[src/design/tsst_pkg.sv]
// ----------------------------------------------------------------------------
// Timestamp span tracker package
// Widths, register map, and the word formats that pass between the front
// part, the middle queue, and the back part of the tracker.
// ----------------------------------------------------------------------------
`timescale 1ns / 1ps
`default_nettype none

package tsst_pkg;

	// Field widths.
	localparam int STAMP_W = 63;
	localparam int TIME_W  = 64;
	localparam int FP_W    = 32;
	localparam int GAP_W   = 40;
	localparam int CNT_W   = 32;

	// Configuration port: 64-bit data, registers at 8-byte steps.
	localparam int CFG_DATA_W     = 64;
	localparam int REG_IDX_W      = 2;
	localparam int REG_BYTE_SHIFT = 3;
	localparam int CFG_ADDR_W     = REG_IDX_W + REG_BYTE_SHIFT;

	// Middle queue depth.
	localparam int MID_DEPTH = 4;
	localparam int MID_PTR_W = $clog2(MID_DEPTH);
	localparam int MID_CNT_W = $clog2(MID_DEPTH + 1);

	// Register indexes.
	typedef enum logic [REG_IDX_W-1:0] {
		REG_FRAME_LEN     = 2'd0,
		REG_MAX_FWD_GAP   = 2'd1,
		REG_MAX_BACK_STEP = 2'd2
	} reg_idx_t;

	// Configuration register set.
	typedef struct packed {
		logic [FP_W-1:0]  frame_len;
		logic [GAP_W-1:0] max_fwd_gap;
		logic [GAP_W-1:0] max_back_step;
	} cfg_t;

	// Classified word handed from the front part to the back part.
	// Times are biased by 2^62 so that all compares are unsigned.
	typedef struct packed {
		logic               stamp_valid;
		logic [STAMP_W-1:0] pkt_start;   // biased stamp
		logic [TIME_W-1:0]  pkt_end;     // biased stamp plus duration
		logic [TIME_W-1:0]  start_back;  // biased stamp plus backward limit
		logic [TIME_W-1:0]  prod;        // untimed run times frame period
		logic [TIME_W:0]    slack;       // prod plus forward limit
	} mid_t;

	// Result word.
	typedef struct packed {
		logic               break_seen;
		logic [CNT_W-1:0]   break_count;
		logic [STAMP_W-1:0] covered_time;
	} res_t;

	// Queue status.
	typedef struct packed {
		logic full;
		logic empty;
	} qstat_t;

endpackage

`default_nettype wire

[src/design/tsst_front.sv]
// ----------------------------------------------------------------------------
// Tracker front part
// Accepts words, keeps the untimed packet run, and prepares each word for
// the segment update: biased times, effective duration and run product.
// ----------------------------------------------------------------------------
`timescale 1ns / 1ps
`default_nettype none

module tsst_front (
	input  logic                         clk,
	input  logic                         arst_n,
	input  tsst_pkg::cfg_t               cfg,
	input  logic                         push,
	output logic                         full,
	input  logic                         stamp_valid,
	input  logic signed [tsst_pkg::STAMP_W-1:0] stamp,
	input  logic [tsst_pkg::FP_W-1:0]    span,
	output logic                         q_push,
	output tsst_pkg::mid_t               q_data,
	input  tsst_pkg::qstat_t             q_stat
);
	import tsst_pkg::*;

	logic              accept;
	logic              s1_ready;
	logic              s2_ready;
	logic              s1_move;
	logic [FP_W-1:0]   run_q;
	logic [FP_W-1:0]   run_inc;

	logic              valid_s1;
	logic              stamp_valid_s1;
	logic [STAMP_W-1:0] stamp_s1;
	logic [FP_W-1:0]   span_s1;
	logic [FP_W-1:0]   run_s1;

	logic              valid_s2;
	logic              stamp_valid_s2;
	logic [STAMP_W-1:0] pkt_start_s2;
	logic [TIME_W-1:0] pkt_end_s2;
	logic [TIME_W-1:0] start_back_s2;
	logic [TIME_W-1:0] prod_s2;

	logic [STAMP_W-1:0] biased;
	logic [FP_W-1:0]   dur;
	logic [TIME_W-1:0] prod;

	// Stage handshake: a stage takes a word when it is empty or drains.
	assign s2_ready = !valid_s2 || !q_stat.full;
	assign s1_ready = !valid_s1 || s2_ready;
	assign full     = !s1_ready;
	assign accept   = push && s1_ready;
	assign s1_move  = valid_s1 && s2_ready;

	// Untimed run, saturating.
	assign run_inc = (run_q == '1) ? run_q : run_q + FP_W'(1);

	// Bias the stamp by 2^62, substitute the frame period for a zero span.
	assign biased = {~stamp_s1[STAMP_W-1], stamp_s1[STAMP_W-2:0]};
	assign dur    = (span_s1 == '0) ? cfg.frame_len : span_s1;
	assign prod   = TIME_W'(run_s1) * TIME_W'(cfg.frame_len);

	// Control state.
	always_ff @(posedge clk or negedge arst_n) begin
		if (!arst_n) begin
			run_q    <= '0;
			valid_s1 <= 1'b0;
			valid_s2 <= 1'b0;
		end else begin
			if (accept) begin
				run_q <= stamp_valid ? '0 : run_inc;
			end
			valid_s1 <= accept || (valid_s1 && !s2_ready);
			valid_s2 <= s1_move || (valid_s2 && q_stat.full);
		end
	end

	// Stage payloads.
	always_ff @(posedge clk) begin
		if (accept) begin
			stamp_valid_s1 <= stamp_valid;
			stamp_s1       <= stamp;
			span_s1        <= span;
			run_s1         <= stamp_valid ? run_q : run_inc;
		end
		if (s1_move) begin
			stamp_valid_s2 <= stamp_valid_s1;
			pkt_start_s2   <= biased;
			pkt_end_s2     <= TIME_W'(biased) + TIME_W'(dur);
			start_back_s2  <= TIME_W'(biased) + TIME_W'(cfg.max_back_step);
			prod_s2        <= prod;
		end
	end

	// Word into the middle queue.
	assign q_push            = valid_s2 && !q_stat.full;
	assign q_data.stamp_valid = stamp_valid_s2;
	assign q_data.pkt_start  = pkt_start_s2;
	assign q_data.pkt_end    = pkt_end_s2;
	assign q_data.start_back = start_back_s2;
	assign q_data.prod       = prod_s2;
	assign q_data.slack      = (TIME_W+1)'(prod_s2) + (TIME_W+1)'(cfg.max_fwd_gap);

endmodule

`default_nettype wire

[config.mk]
export PLATFORM = sky130hd
export DESIGN_NAME = tsst_front
export DESIGN_NICKNAME = d
export VERILOG_FILES = /design/src/design/tsst_pkg.sv /design/src/design/tsst_front.sv
export SDC_FILE = /design/constraint.sdc
export NUM_CORES = 2
export LEC_CHECK = 0
export BUFFER_PORTS_ARGS = -buffer_cell sky130_fd_sc_hd__buf_2
export CORE_UTILIZATION = 49
export DETAILED_ROUTE_END_ITERATION = 10
export PLACE_DENSITY = 0.68
export SETUP_SLACK_MARGIN = 0.4
export SYNTH_ARGS = -nofsm -noshare
export SYNTH_HDL_FRONTEND = slang
export SYNTH_SLANG_ARGS = --single-unit
[constraint.sdc]
create_clock -name clk -period 25 [get_ports clk]
set_input_delay 0 -clock clk [delete_from_list [all_inputs] [get_ports clk]]
set_output_delay 0 -clock clk [all_outputs]
set_load 0.01 [all_outputs]
# == Yosys cells after proc, flatten, opt, wreduce, memory -nomap -nowiden ==
# Index checks and enable logic that the tools add are counted.
# totals
elab_cells,38
output_inout_bits,323
in_bits,213
reg_bits,418
# classes
bitwise,1
n_eq_ne,1
n_reduce_logical,15
addsub,4
multipliers,1
mux,4
# op_table
op,count
2-to-1 mux 32 bit,4
adder 64 x 40 -> 65 bit,1
adder 63 x 32 -> 64 bit,1
adder 63 x 40 -> 64 bit,1
multiplier 32 x 32 -> 64 bit,1
adder 32 x 1 -> 32 bit (second input constant),1
== test 32 bit (second input constant),1
zero test 32 bit,1
logical AND 1 bit,5
zero test 1 bit,5
logical OR 1 bit,4
inverter 1 bit,1

# == Depth between registers and ports, before layout ==
# logic_depth
word_depth,5
mapped_depth,27
mapped_depth_nobuf,25

# == Worst setup path after synthesis ==
# Ideal clock, no wire load.
# synth_path
path_kind,reg-to-reg
from,reg valid_s2
to,"reg pkt_end_s2[0], enable pin"
path_buffers,0
required_ns,23.734
slack_ns,4.918
path_stages_with_launch,2
synth_period_minus_slack_ns,20.082
setup_ns,1.266
arrival_ns,18.816
cell_sequence,dfrtp_1 -> a21boi_0
# synth_between
elab_chain_len,3
# synth_lines
element,line,rtl
from (decl),tsst_front.sv:37,logic valid_s2;
from (signal assigned),tsst_front.sv:74,valid_s2 <= s1_move || (valid_s2 && q_stat.full);
zero test 1 bit,tsst_front.sv:49,assign s2_ready = !valid_s2 || !q_stat.full;
logical OR 1 bit,tsst_front.sv:49,
logical AND 1 bit,tsst_front.sv:53,assign s1_move = valid_s1 && s2_ready;
via s1_move,tsst_front.sv:27,logic s1_move;
to (signal assigned),tsst_front.sv:89,pkt_end_s2 <= TIME_W'(biased) + TIME_W'(dur);
to (decl),tsst_front.sv:40,logic [TIME_W-1:0] pkt_end_s2;
# The timed path passes the listed nets, and every way through them passes these cells.
# A chain may end at the register's enable or synchronous reset.

# == Worst setup path in the final report ==
# layout_path
from,reg run_s1[14]
to,reg prod_s2[61] (data pin)
# layout_between
elab_chain_len,1
# layout_lines
element,line,rtl
from (decl),tsst_front.sv:35,logic [FP_W-1:0] run_s1;
from (signal assigned),tsst_front.sv:84,run_s1 <= stamp_valid ? run_q : run_inc;
multiplier 32 x 32 -> 64 bit,tsst_front.sv:61,assign prod = TIME_W'(run_s1) * TIME_W'(cfg.frame_len);
via prod[61],tsst_front.sv:46,logic [TIME_W-1:0] prod;
to (signal assigned),tsst_front.sv:91,prod_s2 <= prod;
to (decl),tsst_front.sv:42,logic [TIME_W-1:0] prod_s2;
# The timed path passes the listed nets, and every way through them passes these cells.

==> metrics.yaml <==
synth:
  synth_nets: 7008
  synthArstFlopShare_pct: 8.13
  synth_enable_flop_cells: 384
  synth_ff_type: "edfxtp_1"
  synth_cell_types: 88
  synthesis.area_mm2: 0.0551
  yosysWarnings: 0
  synth-seq-area-share_pct: 22.5
  syn_area_per_cell_um2: 9.98
  synth_seq_cells: 418
  syn_inst: 5520
sta:
  finalMaxSlewViolations: 0
  setup_tns_ns: 0
  slew_headroom_pct: 25.2
  period_needed_ns: 8.71
  hold_violations: 2
  fin_skew_ns: 0.0477
  finalSetupViolCount: 0
  fin_crit_sh_pct: 34.8
  rsz0062_at_grt: "no"
  fmax_mhz: 115
  worst_pin_slew_ns: 1.09
  holdWs_ns: -0.0147
finish:
  multi_input_area_mm2: 0.0382
  fin_nets: 7494
  instances_no_fill: 7540
  seqCellArea_mm2: 0.0124
  fillCellCount: 9919
  fin_util_pct: 55.9
  syn_to_final_growth_pct: 12.8
  drive_above_1_share_pct: 11.6
flow_run:
  maxCapViolCount: 0
global_routing:
  grt_max_degree: 84
  grt_usage_pct: 28.1
  grt_pass1_wl_mm: 246
  grt_pass1_vias: 43300
  grt_antenna_before_repair: 15
  grt_overflow_total: 0
placed_design:
  place_inst: 7297
  post-dp-hpwl_mm: 116
  gp_congestion: 0.932
  portBuffers: 534
detailed_routing:
  wl_per_cell_um: 21.0
  dr.pass1.iters: 5
  vias: 41700
  antenna_left: 0
  routed_wl_mm: 158
  drtIter0Drc: 2754
  drc: 0
  post_drt_via_cell_ratio: 5.53
worst_setup_path:
  critPathArrivalTime_ns: 9.10
  path_cells: "buf_4 > and2_1 > fa_1 > fa_1 > inv_1 > fa_1 > fa_1 > inv_1 > fa_1 > fa_1 > fa_1 > inv_1 > fa_1 > inv_1 > ha_1 > nand2_1 > or4_1 > a211oi_1 > o211a_1 > o32a_1 > a31oi_1 > xnor2_1"
  worst_ep_required_time_ns: 25.39
  r2r_start: "run_s1[14]"
  rr_worst_depth: 22
  critPathMaxFanout: 18
  worst_setup_path_end_kind: "register"
  critPathCapture: "prod_s2[61]"
  cp-start-kind: "register"
  crit_start: "run_s1[14]"
  cp_common_cell: "fa_1"
  critPathSlowestCell: "edfxtp_1"
  cpPeakStageDelay_ns: 0.86
  critical_path_class: "reg -> reg"
  r2r_setup_slack_ns: 16.29
  reg2reg_to: "prod_s2[61]"
clock_tree:
  clockBufferDepth: 3
  cts_made_buffers: 50
  htree_num_levels: 2
  cts.clk_slew.worst_paths_ns: 0.06
  clk_latency_ns: 0.66
  clock-root-buffer: "clkbuf_16"
  cts_sinks: 418
  postCtsSetupRepairBufs: 0
  cts_tree: "built"
floorplan:
  design.die.area_mm2: 0.114
  start_util_pct: 49.6
  rows: 122
  die_x_um: 337
  core-area_mm2: 0.111
  io_pins: 536
  die_h_um: 337
outcome:
  status: "complete, but fails checks"
  violations: "hold timing"
min_path:
  hold_class: "in -> async"
-- cell families (layout without fill, tap and decap cells) --
kind of cell | Yosys count | in the layout | share of synthesized area [%]
adder cells (fa/ha/maj) | 1275 | 1275 | 41.2
multiplexers | 2 | 2 | 0.0409
flip-flops | 418 | 418 | 22.5
other | 0 | 4 | 0
AND/OR/NAND/NOR | 1664 | 1664 | 15.5
XOR/XNOR | 270 | 270 | 4.29
buffers and inverters | 1197 | 1725 | 8.24
AO/OA/AOI/OAI | 694 | 694 | 8.30
-- per-stage QoR --
| step | hold WS, ns | area [um^2] | setup WS (ns) |
|---|---|---|---|
| floorplan | -0.296 | 55100 | 4.92 |
| global placement | 0.157 | 58800 | 16.49 |
| detailed placement | 0.161 | 58800 | 16.44 |
| CTS | 0.00657 | 62100 | 16.46 |
| global route | 0.0302 | 62100 | 16.09 |
| finish | -0.0147 | 62100 | 16.29 |
-- final cells by class --
cell class	count	area share, %
Timing Repair Buffer	722	7.16
Inverter	909	5.50
Multi-Input combinational cell	3905	61.5
Clock inverter	38	0.874
Tap cell	1488	3.00
Antenna cell	4	0.0161
Clock buffer	56	2.08
Sequential cell	418	19.9
-- layer usage --
metal  up-vias  routed length [um]  GRT usage (%)  share of wire, %
met2      1717               75200           46.1                48
met4        12                8990           14.4               5.7
li1      18500                   -              -                 -
met5         -                  75              0             0.047
met1     21000               61600           35.7                39
met3       406               12200           4.89               7.7
-- synth_stat cells, drive strengths merged (3+ instances only) --
cell	n	share of area, %
nor2b	20	0.23
edfxtp	384	21
nor4	20	0.30
o221ai	4	0.064
a311oi	4	0.064
nor2	148	1.0
fa	899	33
a221oi	5	0.12
a221o	3	0.055
nor3	26	0.25
or4	4	0.055
and4	8	0.13
xor2	88	1.4
buf	19	0.21
o31ai	31	0.45
and3	48	0.54
nand4	56	0.64
a2111oi	8	0.20
nand2	598	4.1
o211ai	25	0.37
a31o	3	0.048
dfrtp	34	1.5
o22ai	5	0.057
o31a	4	0.079
a21boi	7	0.095
a21o	136	1.9
inv	909	6.2
xnor2	182	2.9
and2	608	6.9
ha	376	8.5
o21ai	137	1.3
o21bai	35	0.48
o2111ai	7	0.11
o21a	14	0.19
a21oi	191	1.7
a211o	8	0.13
o41a	3	0.079
a211oi	13	0.19
nand3	83	0.77
or3	6	0.068
or2	4	0.045
a31oi	33	0.37
nand2b	27	0.31
clkbuf	269	1.8
-- worst min path at each step --
stage | to | slack, ns
global route | span_s1[9] | 0.03
CTS | valid_s2 | 0.007
floorplan | run_q[0] | -0.30
detailed placement | valid_s2 | 0.16
finish | valid_s2 | -0.01
global placement | valid_s1 | 0.16
-- flip-flops by register name, indices dropped and copies added, names as in the netlist, 32 cells and up --
name	count
pkt_end_s2	64
prod_s2	64
start_back_s2	64
pkt_start_s2	63
stamp_s1	63
run_q	32
run_s1	32
span_s1	32
-- timing repair --
item	CTS	global route
resized for setup	0	0
hold buffers	145	0
hold endpoints to repair	172	0
-- placed cells by master, fill, tap and decap left out, types with 12 or more instances in the layout --
master	instances
nor2_1	145
and2_1	607
a211oi_1	12
ha_1	376
nor2b_1	20
inv_1	908
xor2_1	88
edfxtp_1	384
nand2_1	598
buf_4	43
fa_1	899
clkbuf_16	50
nand3_1	81
a21o_1	136
o21a_1	14
o21ai_0	123
dlygate4sd3_1	145
dfrtp_1	34
buf_2	534
o21bai_1	35
nor3_1	25
o31ai_1	30
xnor2_1	182
and3_1	48
o21ai_1	13
nand4_1	56
a31oi_1	33
a21oi_1	189
o211ai_1	22
nor4_1	16
nand2b_1	27
-- critical path: cells and delay by family (launching register included) --
kind            cells  cell delay (ns)
fa+ha+maj           9             4.33
compound gates      4             1.46
simple gates        3             1.06
flops               1             0.86
buf+inv             5             0.64
xor+xnor            1             0.13
Power is not shown: default switching activity piles up to over one toggle a cycle in this logic, so the estimate is an artifact.
