**src/design/tsst_pkg.sv**
```systemverilog
// ----------------------------------------------------------------------------
// Timestamp span tracker package
// Widths, register map, and the word formats that pass between the front
// part, the middle queue, and the back part of the tracker.
// ----------------------------------------------------------------------------
`timescale 1ns / 1ps
`default_nettype none

package tsst_pkg;

	// Field widths.
	localparam int STAMP_W = 63;
	localparam int TIME_W  = 64;
	localparam int FP_W    = 32;
	localparam int GAP_W   = 40;
	localparam int CNT_W   = 32;

	// Configuration port: 64-bit data, registers at 8-byte steps.
	localparam int CFG_DATA_W     = 64;
	localparam int REG_IDX_W      = 2;
	localparam int REG_BYTE_SHIFT = 3;
	localparam int CFG_ADDR_W     = REG_IDX_W + REG_BYTE_SHIFT;

	// Middle queue depth.
	localparam int MID_DEPTH = 4;
	localparam int MID_PTR_W = $clog2(MID_DEPTH);
	localparam int MID_CNT_W = $clog2(MID_DEPTH + 1);

	// Register indexes.
	typedef enum logic [REG_IDX_W-1:0] {
		REG_FRAME_LEN     = 2'd0,
		REG_MAX_FWD_GAP   = 2'd1,
		REG_MAX_BACK_STEP = 2'd2
	} reg_idx_t;

	// Configuration register set.
	typedef struct packed {
		logic [FP_W-1:0]  frame_len;
		logic [GAP_W-1:0] max_fwd_gap;
		logic [GAP_W-1:0] max_back_step;
	} cfg_t;

	// Classified word handed from the front part to the back part.
	// Times are biased by 2^62 so that all compares are unsigned.
	typedef struct packed {
		logic               stamp_valid;
		logic [STAMP_W-1:0] pkt_start;   // biased stamp
		logic [TIME_W-1:0]  pkt_end;     // biased stamp plus duration
		logic [TIME_W-1:0]  start_back;  // biased stamp plus backward limit
		logic [TIME_W-1:0]  prod;        // untimed run times frame period
		logic [TIME_W:0]    slack;       // prod plus forward limit
	} mid_t;

	// Result word.
	typedef struct packed {
		logic               break_seen;
		logic [CNT_W-1:0]   break_count;
		logic [STAMP_W-1:0] covered_time;
	} res_t;

	// Queue status.
	typedef struct packed {
		logic full;
		logic empty;
	} qstat_t;

endpackage

`default_nettype wire

```
**src/design/tsst_back.sv**
```systemverilog
// ----------------------------------------------------------------------------
// Tracker back part
// Runs the segment update, one word a cycle while the output queue has room;
// then forms the covered time and puts the result in a two-entry output queue.
// ----------------------------------------------------------------------------
`timescale 1ns / 1ps
`default_nettype none

module tsst_back (
	input  logic             clk,
	input  logic             arst_n,
	input  tsst_pkg::qstat_t q_stat,
	input  tsst_pkg::mid_t   q_data,
	output logic             q_pop,
	input  logic             pop,
	output logic             empty,
	output tsst_pkg::res_t   res
);
	import tsst_pkg::*;

	// Segment state.
	logic [TIME_W-1:0]  next_exp_q;
	logic               next_known_q;
	logic               seg_known_q;
	logic [STAMP_W-1:0] seg_start_q;
	logic [TIME_W-1:0]  seg_end_q;
	logic [TIME_W-1:0]  seg_len_q;
	logic               seg_pos_q;
	logic [STAMP_W-1:0] closed_q;
	logic [CNT_W-1:0]   breaks_q;

	// Update stage.
	logic               valid_s1;
	logic               brk_s1;
	logic [CNT_W-1:0]   count_s1;
	logic [STAMP_W-1:0] closed_s1;
	logic [TIME_W-1:0]  len_s1;
	logic               pos_s1;
	logic [TIME_W-1:0]  prod_s1;

	// Output queue.
	res_t               oq_q [2];
	logic               oq_wr_q;
	logic               oq_rd_q;
	logic [1:0]         oq_cnt_q;

	logic               out_pop;
	logic               oq_room;
	logic               oq_push;
	logic               s1_ready;
	logic               timed;

	logic [TIME_W:0]    exp_sum;
	logic [TIME_W+1:0]  fwd_sum;
	logic               fwd;
	logic               bck;
	logic               brk;
	logic [TIME_W:0]    len_old;
	logic [TIME_W+1:0]  closed_sum;
	logic [STAMP_W-1:0] closed_brk;
	logic               known_eff;
	logic [STAMP_W-1:0] start_nx;
	logic [TIME_W-1:0]  end_nx;
	logic [TIME_W:0]    diff;
	logic [STAMP_W-1:0] closed_nx;
	logic [TIME_W-1:0]  len_nx;
	logic               pos_nx;
	logic [CNT_W-1:0]   breaks_nx;

	logic [TIME_W+1:0]  total;
	res_t               res_nx;

	// Handshake: the output queue frees a slot in the cycle it is popped.
	assign out_pop  = pop && (oq_cnt_q != 2'd0);
	assign oq_room  = (oq_cnt_q != 2'd2) || out_pop;
	assign oq_push  = valid_s1 && oq_room;
	assign s1_ready = !valid_s1 || oq_room;
	assign q_pop    = !q_stat.empty && s1_ready;
	assign timed    = q_pop && q_data.stamp_valid;

	// Break test against the expected time, with exact wide sums.
	always_comb begin
		exp_sum = (TIME_W+1)'(next_exp_q) + (TIME_W+1)'(q_data.prod);
		fwd_sum = (TIME_W+2)'(next_exp_q) + (TIME_W+2)'(q_data.slack);
		fwd     = (TIME_W+2)'(q_data.pkt_start) > fwd_sum;
		bck     = (TIME_W+1)'(q_data.start_back) < exp_sum;
		brk     = timed && next_known_q && (fwd || bck);
	end

	// Closing the open segment and growing the new one.
	always_comb begin
		len_old    = seg_pos_q ? (TIME_W+1)'(seg_len_q) + (TIME_W+1)'(q_data.prod) : '0;
		closed_sum = (TIME_W+2)'(closed_q) + (TIME_W+2)'(len_old);
		closed_brk = (closed_sum[TIME_W+1:STAMP_W] != '0) ? '1 : closed_sum[STAMP_W-1:0];
		known_eff  = seg_known_q && !brk;
		start_nx   = (!known_eff || (q_data.pkt_start < seg_start_q)) ?
			q_data.pkt_start : seg_start_q;
		end_nx     = (!known_eff || (q_data.pkt_end > seg_end_q)) ?
			q_data.pkt_end : seg_end_q;
		diff       = (TIME_W+1)'(end_nx) - (TIME_W+1)'(start_nx);
		closed_nx  = brk ? closed_brk : closed_q;
		len_nx     = timed ? diff[TIME_W-1:0] : seg_len_q;
		pos_nx     = timed ? (!diff[TIME_W] && (diff != '0)) : seg_pos_q;
		breaks_nx  = (brk && (breaks_q != '1)) ? breaks_q + CNT_W'(1) : breaks_q;
	end

	// Segment state and update-stage valid.
	always_ff @(posedge clk or negedge arst_n) begin
		if (!arst_n) begin
			next_exp_q   <= '0;
			next_known_q <= 1'b0;
			seg_known_q  <= 1'b0;
			seg_start_q  <= '0;
			seg_end_q    <= '0;
			seg_len_q    <= '0;
			seg_pos_q    <= 1'b0;
			closed_q     <= '0;
			breaks_q     <= '0;
			valid_s1     <= 1'b0;
		end else begin
			if (timed) begin
				next_exp_q   <= q_data.pkt_end;
				next_known_q <= 1'b1;
				seg_known_q  <= 1'b1;
				seg_start_q  <= start_nx;
				seg_end_q    <= end_nx;
				seg_len_q    <= len_nx;
				seg_pos_q    <= pos_nx;
				closed_q     <= closed_nx;
				breaks_q     <= breaks_nx;
			end
			valid_s1 <= q_pop || (valid_s1 && !oq_room);
		end
	end

	// Snapshot of the state that the result is formed from.
	always_ff @(posedge clk) begin
		if (q_pop) begin
			brk_s1    <= brk;
			count_s1  <= breaks_nx;
			closed_s1 <= closed_nx;
			len_s1    <= len_nx;
			pos_s1    <= pos_nx;
			prod_s1   <= q_data.stamp_valid ? '0 : q_data.prod;
		end
	end

	// Covered time: closed total plus open length, saturating.
	always_comb begin
		total = (TIME_W+2)'(closed_s1);
		if (pos_s1) begin
			total = total + (TIME_W+2)'(len_s1) + (TIME_W+2)'(prod_s1);
		end
		res_nx.break_seen   = brk_s1;
		res_nx.break_count  = count_s1;
		res_nx.covered_time = (total[TIME_W+1:STAMP_W] != '0) ? '1 : total[STAMP_W-1:0];
	end

	// Output queue pointers.
	always_ff @(posedge clk or negedge arst_n) begin
		if (!arst_n) begin
			oq_wr_q  <= 1'b0;
			oq_rd_q  <= 1'b0;
			oq_cnt_q <= 2'd0;
		end else begin
			if (oq_push) begin
				oq_wr_q <= !oq_wr_q;
			end
			if (out_pop) begin
				oq_rd_q <= !oq_rd_q;
			end
			if (oq_push && !out_pop) begin
				oq_cnt_q <= oq_cnt_q + 2'd1;
			end else if (out_pop && !oq_push) begin
				oq_cnt_q <= oq_cnt_q - 2'd1;
			end
		end
	end

	// Output queue storage.
	always_ff @(posedge clk) begin
		if (oq_push) begin
			oq_q[oq_wr_q] <= res_nx;
		end
	end

	assign empty = (oq_cnt_q == 2'd0);
	assign res   = oq_q[oq_rd_q];

endmodule

`default_nettype wire

```
**config.mk**
```make
export PLATFORM = sky130hd
export DESIGN_NAME = tsst_back
export DESIGN_NICKNAME = d
export VERILOG_FILES = /design/src/design/tsst_pkg.sv /design/src/design/tsst_back.sv
export SDC_FILE = /design/constraint.sdc
export NUM_CORES = 2
export LEC_CHECK = 0
export BUFFER_PORTS_ARGS = -buffer_cell sky130_fd_sc_hd__buf_4
export CAP_MARGIN = 20
export CORE_MARGIN = 3
export CORE_UTILIZATION = 40
export CTS_CLUSTER_SIZE = 30
export DETAILED_ROUTE_END_ITERATION = 8
export PLACE_DENSITY = 0.63
export SLEW_MARGIN = 30
export SYNTH_ARGS = -nofsm -noshare
export SYNTH_HDL_FRONTEND = slang
export SYNTH_SLANG_ARGS = --single-unit
```
**constraint.sdc**
```tcl
create_clock -name clk -period 32.2 [get_ports clk]
set_input_delay 8.05 -clock clk [delete_from_list [all_inputs] [get_ports clk]]
set_output_delay 8.05 -clock clk [all_outputs]
set_load 0.005 [all_outputs]
```
== After elaboration in Yosys (flattened, before gate mapping) ==
Memory sizes are Yosys's and may differ from the RTL's.
Cells that the tools add are included.

* Add/sub/neg operators: 10
* $lt $le $gt $ge: 4
* Eq/ne operators: 2
* Multiplexer cells: 14
* Reduce and logical (&&, ||, !) cells: 34

{| class="wikitable"
|+ Operator list
! kind !! count
|-
| $mux 63 || 4
|-
| $add 64x64->65 || 2
|-
| $mux 64 || 2
|-
| $add 63x65->66 || 1
|-
| $add 64x65->66 || 1
|-
| $add 65x64->66 || 1
|-
| $gt 63x66->1 || 1
|-
| $mux 66 || 1
|-
| $add 63x64->65 || 1
|-
| $lt 64x65->1 || 1
|-
| $mux 65 || 1
|-
| $reduce_bool 65->1 || 1
|-
| $sub 64x63->65 || 1
|-
| $gt 64x64->1 || 1
|-
| $lt 63x63->1 || 1
|-
| $add 32x1->32 const B || 1
|-
| $mux 32 || 1
|-
| $ne 32x32->1 const B || 1
|-
| $logic_and 1x1->1 || 12
|-
| $logic_not 1->1 || 10
|-
| $logic_or 1x1->1 || 6
|-
| $reduce_bool 3->1 || 2
|-
| $mux 2 || 2
|-
| $reduce_bool 2->1 || 2
|-
| other kinds (5) || 7
|}

* Bits in registers: 582
* Memory bits (writable): 192
* Bits of input ports: 326
* Word-level logic and storage cells: 83
* Memories: 1

{| class="wikitable"
|+ Memory list
! memory !! depth !! width !! rd ports !! clocked after Yosys merged registers in !! write ports !! line !! text
|-
| oq_q || 2 || 96 || 1 || 0 || 1 || tsst_back.sv:42 || <nowiki>res_t oq_q [2];</nowiki>
|}

== Longest topological paths before layout ==
* Depth in word-level cells: 17
* Depth in mapped cells: 45

== Least setup slack after synthesis ==
Ideal clock, no wire load.

* Path kind: input to output
* Start: in pop
* End: out q_pop
* Arrival time: 19.410 ns
* Data required time: 24.150 ns
* Slack: 4.740 ns
* Stages: 2
* Buffers on the path: 0
* Cell sequence: nor2_1 -> a31oi_1

* Longest elaborated chain between the ends: 4

{| class="wikitable"
|+ RTL lines
! element !! line !! text
|-
| from (decl) || tsst_back.sv:15 || <nowiki>input logic pop,</nowiki>
|-
| $logic_and 1x1->1 || tsst_back.sv:74 || <nowiki>assign out_pop = pop && (oq_cnt_q != 2'd0);</nowiki>
|-
| $logic_or 1x1->1 || tsst_back.sv:75 || <nowiki>assign oq_room = (oq_cnt_q != 2'd2) || out_pop;</nowiki>
|-
| $logic_or 1x1->1 || tsst_back.sv:77 || <nowiki>assign s1_ready = !valid_s1 || oq_room;</nowiki>
|-
| $logic_and 1x1->1 || tsst_back.sv:78 || <nowiki>assign q_pop = !q_stat.empty && s1_ready;</nowiki>
|-
| to (decl) || tsst_back.sv:14 || <nowiki>output logic q_pop,</nowiki>
|}

No other way between the ends.

== Worst setup path in the final report ==
* Start: in q_data[75] in the netlist's numbering
* End: reg pos_s1 (data pin)

* Longest elaborated chain between the ends: 13
* Elaborated cells on any way between the ends: 16
* Classes of those cells: 2 x add/sub; 1 x order compare; 3 x mux; 10 x reduce/logical

{| class="wikitable"
|+ RTL lines
! element !! line !! text
|-
| from (decl) || tsst_back.sv:13 || <nowiki>input tsst_pkg::mid_t q_data,</nowiki>
|-
| $add 64x64->65 * || tsst_back.sv:83 || <nowiki>exp_sum = (TIME_W+1)'(next_exp_q) + (TIME_W+1)'(q_data.prod);</nowiki>
|-
| $lt 64x65->1 * || tsst_back.sv:86 || <nowiki>bck = (TIME_W+1)'(q_data.start_back) < exp_sum;</nowiki>
|-
| $logic_or 1x1->1 * || tsst_back.sv:87 || <nowiki>brk = timed && next_known_q && (fwd || bck);</nowiki>
|-
| $logic_and 1x1->1 * || tsst_back.sv:87 ||
|-
| $logic_not 1->1 * || tsst_back.sv:95 || <nowiki>known_eff = seg_known_q && !brk;</nowiki>
|-
| $logic_and 1x1->1 * || tsst_back.sv:95 ||
|-
| $logic_not 1->1 * || tsst_back.sv:96, tsst_back.sv:98 ||
|-
| $logic_or 1x1->1, on equally long branches || tsst_back.sv:98, tsst_back.sv:96 ||
|-
| $mux 64 / $mux 63 (equally long branches) || tsst_back.sv:98, tsst_back.sv:96 ||
|-
| $sub 64x63->65 * || tsst_back.sv:100 || <nowiki>diff = (TIME_W+1)'(end_nx) - (TIME_W+1)'(start_nx);</nowiki>
|-
| $reduce_bool 65->1 / $logic_not 1->1 (equally long branches) || tsst_back.sv:103 || <nowiki>pos_nx = timed ? (!diff[TIME_W] && (diff != '0)) : seg_pos_q;</nowiki>
|-
| $logic_and 1x1->1 * || tsst_back.sv:103 ||
|-
| $mux 1 * || tsst_back.sv:103 ||
|-
| net pos_nx || tsst_back.sv:67 || <nowiki>logic pos_nx;</nowiki>
|-
| to (signal assigned) || tsst_back.sv:143 || <nowiki>pos_s1 <= pos_nx;</nowiki>
|-
| to (decl) || tsst_back.sv:38 || <nowiki>logic pos_s1;</nowiki>
|}

Mark *: on every way through the listed nets, which the timed path passes. The rest lies on a longest branch.
A chain may end at the register's enable or synchronous reset.

==> impl_metrics.ini <==
[die]
floorplan.initialDensity_pct = 40.4
die_area_um2 = 154000
die-height_um = 393
die_w_um = 393
coreArea_um2 = 148000
row_count = 141
pin_count = 424

[pwr]
irDropWorstVdd_v = 0.0000586
share_seq_of_total_power_pct = 19.7
p_clk_share_pct = 12.8
switching_share_pct = 47.9
p_int_uw = 4560
switchingPower_uw = 4190
combPwrFrac_pct = 67.5
pwr_density_cell_nw_per_um2 = 128
power_leakage_uw = 0.0289

[timing]
fin_ws_ps = 10950
finalHoldViolCount = 0
fin_crit_sh_pct = 66.0
tightest_slew_ps = 1060
fmax_ghz = 0.0471
skew_ps = 64.4
slew_viol_final = 0
setup_viol = 0
slew-limit-headroom_pct = 28.9
tns_ps = 0
period_minus_slack_ps = 21250
rsz0062_at_grt = no
timing.hold.ws_ps = 433

[global_routing]
antenna_found_initial = 8
grt_overflow_total = 0
grt_pass1_wl_um = 283000
grt_pass1_vias = 47356
grt_start_max_net_pins = 158
gr-usage-all-layers_pct = 24.1

[yosys]
synthCells = 6308
synth_edf_count = 417
yosysTopAreaCell = edfxtp_1
ys_seq_area_share_pct = 35.8
avgSynthCellArea_um2 = 9.49
yosysMostFrequentCell = nand2_1
synth_flop_cell = edfxtp_1
synthesis.area_um2 = 59900
synth_seq_cells = 774
ys.warnings.count = 0
netlist_top_cells_area = edfxtp_1, dfrtp_1, ha_1, a21oi_1, nand2_1
syn_nets = 7339
async_flop_share_pct = 46.1
ys_top_cells_by_count = nand2_1, ha_1, a21oi_1
synth_top_area_share_pct = 20.9
yosysUniqueCellTypes = 99

[routing]
drc = 0
routed_wirelength_um = 192000
dr.first_iter.drc_count = 4106
vias = 49699
ant_nets = 0
routed_via_density = 5.77
drt-wirelength-per-cell_um = 22.3
dr.pass1.iters = 7

[critical_path]
cp_max_fo = 66
cp-start-kind = input port
worstPathRequired_ps = 32650
worst_setup_path_end_kind = register
crit_arrival_ps = 21700
crit_path_max_incr_delay_ps = 650
crit_top_cell = a21oi_1
path_class = in2reg
crit_slowest_cell = or4b_1

[clock_tree]
insertion_delay_ps = 750
postCtsResizedCells = 0
htree_levels = 3
cts-root-buf = clkbuf_16
clk_path_buf_depth = 3
cts_tree = done
cts_buffers = 94
path_clk_slew_ps = 60
numClockSinks = 774
ctsHoldBuffers = 0
cts_setup_buffers = 0

[cells_and_area]
nFillCells = 14103
fin_nets = 7619
syn_to_final_growth_pct = 13.7
drive_above_1_share_pct = 13.6
final_cells = 8611
post-route-util_pct = 45.9

[hold_path]
min_path_type = reg2reg

[placement]
dp_hpwl_um = 155000
place_inst = 8422
place.gp.congestion = 0.938
port_buffers = 422
pre_cts_ws_ps = 10300

[flow_run]
cap_viol_max_count = 0

[outcome]
status = complete, no violations
## worst paths after layout
check	slack (ps)	depth (start not counted)	endpoint	startpoint
min in group asynchronous	7400	1	seg_start_q[2]	arst_n
min reg2reg	430	0	oq_q[0][63]	count_s1[0]
max in group asynchronous	23400	2	seg_len_q[62]	arst_n
max	10950	43	pos_s1	q_data[75]
min	430	0	oq_q[0][63]	count_s1[0]
max reg2reg	17910	44	pos_s1	next_exp_q[0]
## placed cells by master, fill, tap and decap left out, types with 241 or more instances in the layout
master,netlist,routed
edfxtp_1,417,417
nor2_1,342,340
buf_4,0,449
a21o_1,247,247
xnor2_1,241,241
nand2_1,690,688
ha_1,636,636
dfrtp_1,357,356
o21ai_0,440,440
a21oi_1,519,519
## sequential cells by signal (all words and copies together), names as in the netlist
name,flops
breaks_q,32
brk_s1,1
closed_q,63
closed_s1,63
count_s1,32
len_s1,64
next_exp_q,64
oq_cnt_q,2
oq_q,192
oq_rd_q,1
oq_wr_q,1
pos_s1,1
prod_s1,64
seg_end_q,64
seg_known_q,1
seg_len_q,64
seg_pos_q,1
seg_start_q,63
valid_s1,1
## stage by stage
step / total power [uW] / instance area (um^2)
floorplan: 6010 / 59900
global placement: 7460 / 64700
CTS: 8710 / 68000
global route: 9460 / 68100
finish: 8740 / 68100
detailed placement: 7540 / 64700
## logic make-up (layout without fill, tap and decap cells)
kind of cell    count (synthesis)  count (layout)  synth area share, %
fa+ha+maj                     705             705                 15.6
compound gates               1922            1922                 20.9
other cells                     0              12                    0
simple gates                 1751            1751                 13.9
flops                         774             774                 35.8
mux                           234             234                 4.38
buf+inv                       511             872                 3.39
xor+xnor                      411             411                 6.01
## power groups by stage
stage	sequential, uW	combinational (uW)	clock [uW]
6_report	1720	5900	1120
5_1_grt	1760	6520	1190
4_1_cts	1720	5850	1150
3_5_place_dp	1730	5810	0
3_3_place_gp	1720	5740	0
2_1_floorplan	1650	4350	0
## worst max-delay path, delay by kind of cell
kind,cells,cell delay (ps)
adder cells (fa/ha/maj),3,1050
AO/OA/AOI/OAI,21,6450
XOR/XNOR,2,760
buffers and inverters,3,1290
AND/OR/NAND/NOR,14,3980
## cell type report
class | instances | area [um^2] | area share (%)
Multi-Input combinational cell | 5023 | 36500 | 53.6
Sequential cell | 774 | 21500 | 31.5
Timing Repair Buffer | 456 | 3490 | 5.13
Clock buffer | 121 | 2550 | 3.75
Tap cell | 1930 | 2410 | 3.55
Inverter | 239 | 900 | 1.32
Clock inverter | 56 | 754 | 1.11
Antenna cell | 12 | 30.0 | 0.0441
## routing by layer
layer  share of wire [%]  routed length, um  GRT usage, %
met3                 6.1              11700          3.21
met5                   0                  0             0
met1                  47              90400          34.9
met2                  43              82100          36.6
met4                 3.9               7520          8.77
Note: power is estimated with default switching activity, not from simulation.
