===== src/design/tsst_pkg.sv =====
// ----------------------------------------------------------------------------
// Timestamp span tracker package
// Widths, register map, and the word formats that pass between the front
// part, the middle queue, and the back part of the tracker.
// ----------------------------------------------------------------------------
`timescale 1ns / 1ps
`default_nettype none

package tsst_pkg;

	// Field widths.
	localparam int STAMP_W = 63;
	localparam int TIME_W  = 64;
	localparam int FP_W    = 32;
	localparam int GAP_W   = 40;
	localparam int CNT_W   = 32;

	// Configuration port: 64-bit data, registers at 8-byte steps.
	localparam int CFG_DATA_W     = 64;
	localparam int REG_IDX_W      = 2;
	localparam int REG_BYTE_SHIFT = 3;
	localparam int CFG_ADDR_W     = REG_IDX_W + REG_BYTE_SHIFT;

	// Middle queue depth.
	localparam int MID_DEPTH = 4;
	localparam int MID_PTR_W = $clog2(MID_DEPTH);
	localparam int MID_CNT_W = $clog2(MID_DEPTH + 1);

	// Register indexes.
	typedef enum logic [REG_IDX_W-1:0] {
		REG_FRAME_LEN     = 2'd0,
		REG_MAX_FWD_GAP   = 2'd1,
		REG_MAX_BACK_STEP = 2'd2
	} reg_idx_t;

	// Configuration register set.
	typedef struct packed {
		logic [FP_W-1:0]  frame_len;
		logic [GAP_W-1:0] max_fwd_gap;
		logic [GAP_W-1:0] max_back_step;
	} cfg_t;

	// Classified word handed from the front part to the back part.
	// Times are biased by 2^62 so that all compares are unsigned.
	typedef struct packed {
		logic               stamp_valid;
		logic [STAMP_W-1:0] pkt_start;   // biased stamp
		logic [TIME_W-1:0]  pkt_end;     // biased stamp plus duration
		logic [TIME_W-1:0]  start_back;  // biased stamp plus backward limit
		logic [TIME_W-1:0]  prod;        // untimed run times frame period
		logic [TIME_W:0]    slack;       // prod plus forward limit
	} mid_t;

	// Result word.
	typedef struct packed {
		logic               break_seen;
		logic [CNT_W-1:0]   break_count;
		logic [STAMP_W-1:0] covered_time;
	} res_t;

	// Queue status.
	typedef struct packed {
		logic full;
		logic empty;
	} qstat_t;

endpackage

`default_nettype wire


===== src/design/tsst_queue.sv =====
// ----------------------------------------------------------------------------
// Tracker middle queue
// A short first-in first-out store that decouples the front and back parts.
// ----------------------------------------------------------------------------
`timescale 1ns / 1ps
`default_nettype none

module tsst_queue (
	input  logic             clk,
	input  logic             arst_n,
	input  logic             push,
	input  tsst_pkg::mid_t   wr_data,
	input  logic             pop,
	output tsst_pkg::mid_t   rd_data,
	output tsst_pkg::qstat_t stat
);
	import tsst_pkg::*;

	mid_t                 entries_q [MID_DEPTH];
	logic [MID_PTR_W-1:0] wr_ptr_q;
	logic [MID_PTR_W-1:0] rd_ptr_q;
	logic [MID_CNT_W-1:0] cnt_q;

	assign stat.full  = (cnt_q == MID_CNT_W'(MID_DEPTH));
	assign stat.empty = (cnt_q == '0);
	assign rd_data    = entries_q[rd_ptr_q];

	// Pointers and fill count.
	always_ff @(posedge clk or negedge arst_n) begin
		if (!arst_n) begin
			wr_ptr_q <= '0;
			rd_ptr_q <= '0;
			cnt_q    <= '0;
		end else begin
			if (push) begin
				wr_ptr_q <= wr_ptr_q + MID_PTR_W'(1);
			end
			if (pop) begin
				rd_ptr_q <= rd_ptr_q + MID_PTR_W'(1);
			end
			if (push && !pop) begin
				cnt_q <= cnt_q + MID_CNT_W'(1);
			end else if (pop && !push) begin
				cnt_q <= cnt_q - MID_CNT_W'(1);
			end
		end
	end

	// Storage.
	always_ff @(posedge clk) begin
		if (push) begin
			entries_q[wr_ptr_q] <= wr_data;
		end
	end

endmodule

`default_nettype wire


===== config.mk =====
export PLATFORM = sky130hd
export DESIGN_NAME = tsst_queue
export DESIGN_NICKNAME = d
export VERILOG_FILES = /design/src/design/tsst_pkg.sv /design/src/design/tsst_queue.sv
export SDC_FILE = /design/constraint.sdc
export NUM_CORES = 1
export LEC_CHECK = 0
export BUFFER_PORTS_ARGS = -buffer_cell sky130_fd_sc_hd__buf_2
export CAP_MARGIN = 5
export CORE_UTILIZATION = 35
export CTS_CLUSTER_DIAMETER = 40
export DETAILED_ROUTE_END_ITERATION = 7
export GPL_ROUTABILITY_DRIVEN = 0
export PLACE_DENSITY = 0.62
export SLEW_MARGIN = 20
export SYNTH_ARGS = -nofsm -noshare
export SYNTH_HDL_FRONTEND = slang
export SYNTH_SLANG_ARGS = --single-unit
export TNS_END_PERCENT = 10

===== constraint.sdc =====
create_clock -name clk -period 8.2 [get_ports clk]
set_input_delay 0.41 -clock clk [delete_from_list [all_inputs] [get_ports clk]]
set_output_delay 0.41 -clock clk [all_outputs]
set_load 0.01 [all_outputs]

# ---- After elaboration in Yosys (flattened, before gate mapping)
# Memory sizes are Yosys's and may differ from the RTL's.
# Index checks and enable logic that the tools add are counted.
dict set report op_classes {
  n_reduce_logical 6
  addsub 4
  eq_ne 1
  n_mux 4
}
# op count
set op_table {}
lappend op_table {{$mux W3} 2}
lappend op_table {{$add A2 B1 Y2 const B} 2}
lappend op_table {{$add A3 B1 Y3 const B} 1}
lappend op_table {{$eq A3 B3 Y1 const B} 1}
lappend op_table {{$logic_not A3 Y1} 1}
lappend op_table {{$sub A3 B1 Y3 const B} 1}
lappend op_table {{$logic_and A1 B1 Y1} 2}
lappend op_table {{$logic_not A1 Y1} 2}
lappend op_table {{$mux W1} 2}
lappend op_table {{$reduce_bool A2 Y1} 1}
dict set report totals {
  register_bits 7
  wordCells 19
  mem_bits_rw 1284
  inputBits 325
  out_inout_bits 323
  mem_count 1
}
# memory words word_bits read_ports rd_clocked_by_memory_dff wr line_no
set memory_table {}
lappend memory_table {entries_q 4 321 1 0 1 tsst_queue.sv:19} ;# mid_t entries_q [MID_DEPTH];

# ---- Longest topological paths before layout
# Gate-level depths: netlist of the first run.
dict set report depth {
  depth_word 4
  ltp_mapped 7
  depth_no_buf 7
}

# ---- Least setup slack after synthesis of the first run
# OpenSTA, ideal clock, no wires.
dict set report synth_timing {
  path_kind {register -> register}
  from {register wr_ptr_q[0]}
  to {memory entries_q[2][0] (netlist name) (enable)}
  setup_ns 0.724
  required_time_ns 7.476
  path_stages_with_launch 4
  n_path_buf 0
  slack_ns -0.397
  synth_period_minus_slack_ns 8.597
  t_arrival_ns 7.873
  path_cell_list {dfrtp_1 > inv_1 > ha_1 > and2_1}
}
# element line_no
set synth_lines {}
lappend synth_lines {{start: declaration} tsst_queue.sv:20} ;# logic [MID_PTR_W-1:0] wr_ptr_q;
lappend synth_lines {{start signal: assignment} tsst_queue.sv:36} ;# wr_ptr_q <= wr_ptr_q + MID_PTR_W'(1);
lappend synth_lines {{end: declaration} tsst_queue.sv:19}
# Straight into the memory's write port.

==> results of run 1 <==
kinds of logic (layout without fill, tap and decap cells):
logic type | Yosys count | after routing | share of synthesized area (%)
other cells | 0 | 10 | 0
buf+inv | 76 | 1281 | 1.216
fa+ha+maj | 6 | 6 | 0.1767
simple gates | 9 | 9 | 0.1044
mux | 322 | 322 | 15.49
xor+xnor | 6 | 6 | 0.1125
compound gates | 1 | 1 | 0.01070
flops | 1291 | 1291 | 82.89
timing repair:
action                    in CTS  in global routing
hold buffers                 325                  0
gates resized for setup        0                  0
hold endpoints to repair    1295                  0
critical path, cell delays in order (launching register included):
cell     delay (ns)
dfrtp_4        1.02
buf_4          0.44
buf_12         0.50
mux4_2         0.64
buf_2          0.16
power groups by stage:
stage               Clock [mW]  Combinational, mW  Sequential (mW)
global route              7.01               6.25             9.11
floorplan                    0               3.78             9.31
finish                    6.62               5.84             9.01
global placement             0               5.81             9.08
CTS                       6.76               6.00             9.03
detailed placement           0               5.84             9.16
layout by cell type (no fill, tap or decap):
master and count:
and2_4 4, buf_12 8, buf_2 647, buf_4 17, bufinv_16 11, clkbuf_1 21, clkbuf_16 162, clkinv_1 23
clkinv_2 22, clkinv_4 7, clkinv_8 3, clkinvlp_4 13, dfrtp_1 5, dfrtp_4 2, diode_2 10, dlygate4sd3_1 325
edfxtp_1 1284, fa_1 1, ha_1 5, inv_1 4, inv_16 1, inv_6 11, inv_8 6, mux2_2 1
mux4_2 321, nand2_1 2, nor2_1 1, nor3_1 1, nor3b_1 1, o21ai_0 1, xnor2_1 2, xor2_1 4
worst paths after layout:
path	start	slack (ns)	depth (start not counted)	to
max in group asynchronous	arst_n	7.27	3	rd_ptr_q[0]
worst min-delay path	wr_data[37]	0.41	2	entries_q[0][37]
worst min register to register	cnt_q[2]	0.51	1	cnt_q[2]
worst max-delay path	rd_ptr_q[0]	3.89	4	rd_data[129]
worst max register to register	wr_ptr_q[0]	4.99	5	entries_q[2][172]
min in group asynchronous	arst_n	0.64	3	cnt_q[0]
metal layers:
layer  track usage (%)  wire length, um  share of wire [%]  up-vias
met5                 0               37              0.037        -
met4             5.256             2870                2.8        6
met3             4.754             7962                7.9      183
met2             25.96            53120                 52      759
met1             17.15            37190                 37    11710
li1                  -                -                  -     9693
state kept, by name, summed over array words and instances, names as in the netlist:
| signal | cells |
|---|---|
| entries_q | 1284 |
| cnt_q | 3 |
| rd_ptr_q | 2 |
| wr_ptr_q | 2 |
per-stage QoR:
| step | setup slack [ns] | TNS (ns) |
|---|---|---|
| floorplan | -0.3964 | -349.17 |
| global placement | 4.609 | 0 |
| detailed placement | 4.582 | 0 |
| CTS | 3.738 | 0 |
| global route | 3.528 | 0 |
| finish | 3.890 | 0 |
layout make-up:
cell class	count	area (um^2)
clock buffers	183	4133
flip-flops and latches	1291	38740
clock inverters	97	918.4
well taps	1755	2196
repair buffers	997	6779
diodes	10	25.02
inverters	4	15.01
fillers	10864	71720
multi-input cells	344	7440
==> results.toml, run 1 <==
[outcome]
status = "finished, final reports clean"

[clocking]
cts_setup_buffers = 0
numCtsBuffers = 158
clk_latency_ns = 0.75
htreeDepth = 4
cts_tree = "built"
cts.clk_slew.worst_paths_ns = 0.05
clock_path_buffers = 3
cts.sinks = 1291
root_buffer = "clkbuf_16"

[logic_synthesis]
async_flop_share_pct = 0.5422
syn_nets = 2042
synth_ff_type = "edfxtp_1"
yosys_register_bits = 1291
synthTopCellsByCount = "edfxtp_1 (1,284), mux4_2 (321), buf_6 (30)"
synth_edf_count = 1284
syn_area_mm2 = 0.04673
yosysMostFrequentCell = "edfxtp_1"
yosys-top-cells-area = "edfxtp_1 (83%), mux4_2 (15%), buf_6 (0.72%)"
yosysTopAreaCell = "edfxtp_1"
syn_inst = 1711
synth_cell_type_count = 19
avgSynthCellArea_um2 = 27.31
yosysWarnings = 0
synth-seq-area-share_pct = 82.89
netlist.area_leader.share_pct = 82.51

[detailed_routing]
post_drt_wl_per_cell_um = 21.61
drt_first_iter_violations = 1506
firstDrtPassIters = 5
ant_nets = 0
post_drt_via_cell_ratio = 4.775
vias = 22351
drc = 0
wl_mm = 101.2

[pwr]
leakage_nw = 20.54
pwr-share-seq_pct = 42.0
p_sw_mw = 6.249
power.share.clock_pct = 30.8
finalPower_mw = 21.47
powerDensity_mw_per_mm2 = 356.3
combinationalPowerShare_pct = 27.2
internal-power_mw = 15.22
peakVddDrop_uv = 242.1
switching_share_pct = 29.11

[timing]
holdWs_ns = 0.4054
timing_hold_violations_final = 0
post-route-period-util_pct = 52.56
tightest_slew_ns = 1.353
period_minus_slack_ns = 4.310
max_freq_mhz = 232.0
relSlewSlack_pct = 9.821
slew_viol_final = 0
skew_ns = 0.03170
rsz0062_at_grt = "no"
setup_viol = 0

[layout]
fin_cells = 4681
utilization_pct = 45.65
drive_gt1_share_pct = 42.39
stdcell_area_mm2 = 0.06025
layout.nets = 3127
area_delta_synth_final_pct = 28.92

[setup_path]
crit_arrival_ns = 3.90
critPathKind = "reg2out"
cp-end-kind = "output pin"
path_max_fanout = 102
start_kind = "flop"
crit_required_ns = 7.79

[floorplanning]
die_y_um = 367.4
fp.dieW_um = 367.4
dieArea_mm2 = 0.1350
row_count = 133
start_util_pct = 35.41
design.core.area_mm2 = 0.1320
pin_count = 648

[job]
max_cap_viol_count = 0

[placement]
hpwlAfterDp_mm = 61.67
dpl.cell_count = 4066
place_area_mm2 = 0.05192
io_buffer_count = 647

[hold_path]
hold_class = "in2reg"

[global_routing]
grt_overflow_total = 0
grt_pass1_vias = 24495
grtUsageTotal_pct = 14.90
grt_pass1_wl_mm = 151.4
grt_max_degree = 136
antenna_found_initial = 9
Note: power is estimated with default switching activity, not from simulation.
==> run 2, diff against run 1 <==
- clock period: 8.2 -> 3.6 ns (I/O delays scaled with it)
==> run 2 against run 1 <==
  * Combinational power rose by 140%
  * Die area unchanged
  * Core utilization increased by 0.91 points
  * First-iteration DRC count up 14%
  * Worst setup slack got worse by 3.5 ns
  * Register-to-register slack worse by 3.7 ns
  * Largest cell class unchanged
==> results.toml, run 2 (same netlist as run 1, synthesis figures left out) <==
[detailed_routing]
routed-wl-met2_mm = 53.59
post_drt_wl_per_cell_um = 22.28
vias = 22915
wl_met3_mm = 8.754
post_drt_via_cell_ratio = 4.809
met1_length_mm = 41.36
firstDrtPassIters = 5
drc = 0
wl_mm = 106.2
ant_nets = 0
drt_first_iter_violations = 1717
top_layer = "met5"

[pwr]
powerDensity_mw_per_mm2 = 826.6
finalPower_mw = 50.79
leakage_nw = 21.13
peakVddDrop_uv = 574.8

[setup_path]
cp-end-kind = "output pin"
start_kind = "flop"
critPathKind = "reg2out"
regToRegEndpoint = "entries_q[0][239]"
ff2ff_path_depth = 4
r2r_setup_slack_ns = 1.28
crit_required_ns = 3.42
r2r-start = "wr_ptr_q[0]"
path_max_fanout = 31
crit_arrival_ns = 3.04

[clocking]
cts.sinks = 1291
clock_path_buffers = 3
cts_tree = "built"
cts_setup_buffers = 0
cts.clk_slew.worst_paths_ns = 0.06
cts_hold_buf = 325
htreeDepth = 4
root_buffer = "clkbuf_16"
clk_latency_ns = 0.73
post_cts_resized = 0
numCtsBuffers = 163

[timing]
setup_tns_ns = 0
tightest_slew_ns = 0.9720
period_minus_slack_ns = 3.219
holdWs_ns = 0.1945
setup_viol = 0
relSlewSlack_pct = 35.20
rsz0062_at_grt = "no"
postLayoutSetupSlackWorst_ns = 0.3809
max_freq_mhz = 310.6
post-route-period-util_pct = 89.42
slew_viol_final = 0
timing_hold_violations_final = 0
skew_ns = 0.04111

[global_routing]
grtUsageTotal_pct = 15.59
grt_overflow_total = 0
antenna_found_initial = 21
grt_pass1_vias = 25212
grt_pass1_wl_mm = 157.6
grt_max_degree = 89

[layout]
layout_commonest_cell = "edfxtp_1"
largest_reg_flops = 1284
top_regs = "entries_q: 1284 flops, cnt_q: 3 flops"
utilization_pct = 46.56
layout_common_cells = "edfxtp_1 (1,284), buf_2 (647), dlygate4sd3_1 (325)"
drive_gt1_share_pct = 44.04
stdcell_area_mm2 = 0.06144
nFillCells = 10752
fin_cells = 4765
area_delta_synth_final_pct = 31.48
layout.nets = 3193
largest-register = "entries_q"

[floorplanning]
start_util_pct = 35.41
row_count = 133
dieArea_mm2 = 0.1350
pin_count = 648
design.core.area_mm2 = 0.1320
die_y_um = 367.4
fp.dieW_um = 367.4

[hold_path]
min_to = "entries_q[3][36]"
hold_class = "in2reg"
min_from = "wr_data[36]"
hold_depth = 2

[placement]
io_buffer_count = 647
dpl.cell_count = 4127
pre_cts_slack_ns = 1.059
place_area_mm2 = 0.05261
hpwlAfterDp_mm = 68.46

[outcome]
status = "finished, final reports clean"

[job]
max_cap_viol_count = 0
## run 2: cell count changes in the layout (fill, tap and decap cells not counted), moves of 2 or more
cell        previous run  this run
clkinv_1              23        18
diode_2               10        15
inv_6                 11        16
clkinvlp_4            13        16
clkinv_2              22        17
buf_12                 8        27
clkbuf_16            162       164
clkbuf_8               0         2
bufinv_16             11        19
buf_4                 17        59
inv_8                  6         4
clkinv_4               7        11
clkinv_8               3         5
clkinv_16              0         4
## run 2: final cells by class
class                      instances  area [um^2]  share of cell area, %
antenna                           15        37.54                0.06109
clock buffer                     188         4214                  6.858
clock inverter                   110         1326                  2.159
inverter                           4        15.01                0.02444
multi-input combinational        344         7440                  12.11
sequential                      1291        38740                  63.05
tap                             1755         2196                  3.574
timing repair buffer            1058         7475                  12.17
## run 2: critical path, stage by stage (launching register included)
cell and delay, ns:
dfrtp_4 1.04, buf_4 0.45, mux4_2 0.58, buf_2 0.17
## run 2: where the power goes
part / switching (mW) / internal [mW]
clock: 6.32 / 9.90
sequential: 0.827 / 19.6
combinational: 7.75 / 6.37
## run 2: routing by layer
| metal | GRT usage (%) | vias up |
|---|---|---|
| met3 | 5.413 | 192 |
| met2 | 26.22 | 838 |
| met4 | 4.623 | 8 |
| met5 | 0 | - |
| met1 | 18.86 | 12020 |
| li1 | - | 9857 |
## run 2: worst max-delay path by stage
stage                            from              end  cells after the start
after floorplan           wr_ptr_q[0]  entries_q[0][0]                      3
after global placement    rd_ptr_q[0]     rd_data[168]                      3
after detailed placement  rd_ptr_q[0]     rd_data[168]                      3
after CTS                 rd_ptr_q[0]     rd_data[168]                      3
after global routing      rd_ptr_q[0]     rd_data[168]                      3
final                     rd_ptr_q[0]     rd_data[254]                      3
==> run 3, diff against run 2 <==
- BUFFER_PORTS_ARGS: -buffer_cell sky130_fd_sc_hd__buf_2 -> default
- DONT_BUFFER_PORTS: default -> 1
- PLACE_DENSITY: 0.62 -> 0.58
==> run 3 against run 2 <==
  * Register-to-register slack gained 0.18 ns
  * Highest routed layer unchanged
  * Via count shrank 11%
  * Power shrank 5.1%
  * Clock-buffer cell count shrank 9
  * Sequential share of layout area grew 3.6 points
  * First-iteration DRC count shrank 18%
  * Fmax grew 2.9%
  * Critical path depth shrank 1
  * Critical path type unchanged
  * Core utilization shrank 2.5 points
  * Cell count shrank 14%
  * Global-route usage shrank 0.57 points
  * Clock power shrank 3%
==> results.toml, run 3 (same netlist as run 1, synthesis figures left out) <==
[pwr]
p_sw_mw = 14.33
powerDensity_mw_per_mm2 = 829.4
combinationalPowerShare_pct = 25.0
leakage_nw = 18.53
peakVddDrop_uv = 556.9
pwr-share-seq_pct = 42.4
switching_share_pct = 29.75
power.share.clock_pct = 32.6
internal-power_mw = 33.84

[hold_path]
min_from = "push"
hold_depth = 1
min_to = "entries_q[0][296]"
hold_class = "in2reg"

[global_routing]
antenna_found_initial = 15
grtUsageTotal_pct = 15.02
grt_pass1_wl_mm = 149.3
grt_overflow_total = 0
grt_pass1_vias = 21940
grt_max_degree = 55

[floorplanning]
design.core.area_mm2 = 0.1320
start_util_pct = 35.41
row_count = 133
pin_count = 648
fp.dieW_um = 367.4
die_y_um = 367.4
dieArea_mm2 = 0.1350

[layout]
register_area_mm2 = 0.03874
layout_commonest_cell = "edfxtp_1"
largest_reg_flops = 1284
multi_input_area_mm2 = 0.007440
layout.nets = 2550
drive_gt1_share_pct = 28.68
nFillCells = 10856
largest-register = "entries_q"
fin_cells = 4115
area_delta_synth_final_pct = 24.30
layout_common_cells = "edfxtp_1 (1,284), dlygate4sd3_1 (325), mux4_2 (321)"
top_regs = "entries_q: 1284 flops, cnt_q: 3 flops"
utilization_pct = 44.02

[timing]
tightest_slew_ns = 0.8979
relSlewSlack_pct = 40.14
slew_viol_final = 0
postLayoutSetupSlackWorst_ns = 0.4705
holdWs_ns = 0.06020
skew_ns = 0.05414
period_minus_slack_ns = 3.130
max_freq_mhz = 319.5
setup_viol = 0
timing_hold_violations_final = 0
rsz0062_at_grt = "no"
post-route-period-util_pct = 86.93

[clocking]
clock_path_buffers = 3
clk_latency_ns = 0.77
cts_tree = "built"
cts_setup_buffers = 0
root_buffer = "clkbuf_16"
post_cts_resized = 0
numCtsBuffers = 158
htreeDepth = 4
cts.clk_slew.worst_paths_ns = 0.06
cts.sinks = 1291

[setup_path]
crit_required_ns = 3.42
r2r_setup_slack_ns = 1.46
r2r-start = "wr_ptr_q[1]"
regToRegEndpoint = "entries_q[1][122]"
ff2ff_path_depth = 4
path_max_fanout = 30
start_kind = "flop"
crit_arrival_ns = 2.95
cp-end-kind = "output pin"
critPathKind = "reg2out"

[detailed_routing]
vias = 20416
post_drt_wl_per_cell_um = 24.66
drc = 0
post_drt_via_cell_ratio = 4.961
ant_nets = 0
drt_first_iter_violations = 1408
firstDrtPassIters = 7
wl_mm = 101.5

[outcome]
status = "finished, final reports clean"

[placement]
pre_cts_slack_ns = 1.196
io_buffer_count = 0
hpwlAfterDp_mm = 66.05
dpl.cell_count = 3489

[job]
max_cap_viol_count = 0
run 3: changes by cell type in the layout (fill, tap and decap cells not counted), sizes merged:
cell,previous run,this run
inv,24,28
clkinvlp,16,19
bufinv,19,14
buf,733,95
clkbuf,188,179
diode,15,10
run 3: power groups by stage:
stage | clock network (mW) | registers [mW] | logic [mW]
4_1_cts | 16.0 | 20.5 | 12.4
6_report | 15.7 | 20.4 | 12.0
3_5_place_dp | 0 | 20.8 | 11.9
2_1_floorplan | 0 | 20.7 | 8.61
3_3_place_gp | 0 | 20.6 | 11.8
5_1_grt | 16.6 | 20.7 | 12.8
run 3: worst max-delay path by stage:
stage                     start              end  cells past startpoint
floorplan           wr_ptr_q[0]  entries_q[0][0]                      3
global placement    rd_ptr_q[0]      rd_data[16]                      2
detailed placement  rd_ptr_q[0]      rd_data[16]                      2
CTS                 rd_ptr_q[0]      rd_data[16]                      2
global route        rd_ptr_q[0]      rd_data[18]                      2
finish              rd_ptr_q[0]      rd_data[18]                      2
run 3: layout make-up:
class / count / share of cell area [%]
diodes: 10 / 0.04308
clock buffers: 179 / 7.052
clock inverters: 112 / 2.165
inverters: 4 / 0.02585
multi-input cells: 344 / 12.81
flip-flops and latches: 1291 / 66.69
well taps: 1755 / 3.780
repair buffers: 420 / 7.432
run 3: critical path: stages, from the launching register on:
cell and delay [ns]:
dfrtp_4 0.97, buf_4 0.54, mux4_2 0.64
run 3: timing repair:
item                       in CTS  in global routing
setup endpoints to repair       0                  0
hold buffers                  325                  0
hold endpoints to repair     1306                  0
run 3: stage by stage:
| step | TNS (ns) | area, um^2 | total power [mW] |
|---|---|---|---|
| 2_1_floorplan | -1299.44 | 46740 | 29.31 |
| 3_3_place_gp | 0 | 49450 | 32.43 |
| 3_5_place_dp | 0 | 49450 | 32.67 |
| 4_1_cts | 0 | 58060 | 48.89 |
| 5_1_grt | 0 | 58080 | 50.07 |
| 6_report | 0 | 58090 | 48.17 |
run 3: routing by layer:
layer	share of wire (%)	GRT usage (%)	vias up
li1	-	-	8554
met1	37	17.70	10912
met2	52	25.25	784
met3	9.0	5.490	156
met4	2.6	5.200	10
met5	0.063	0	-
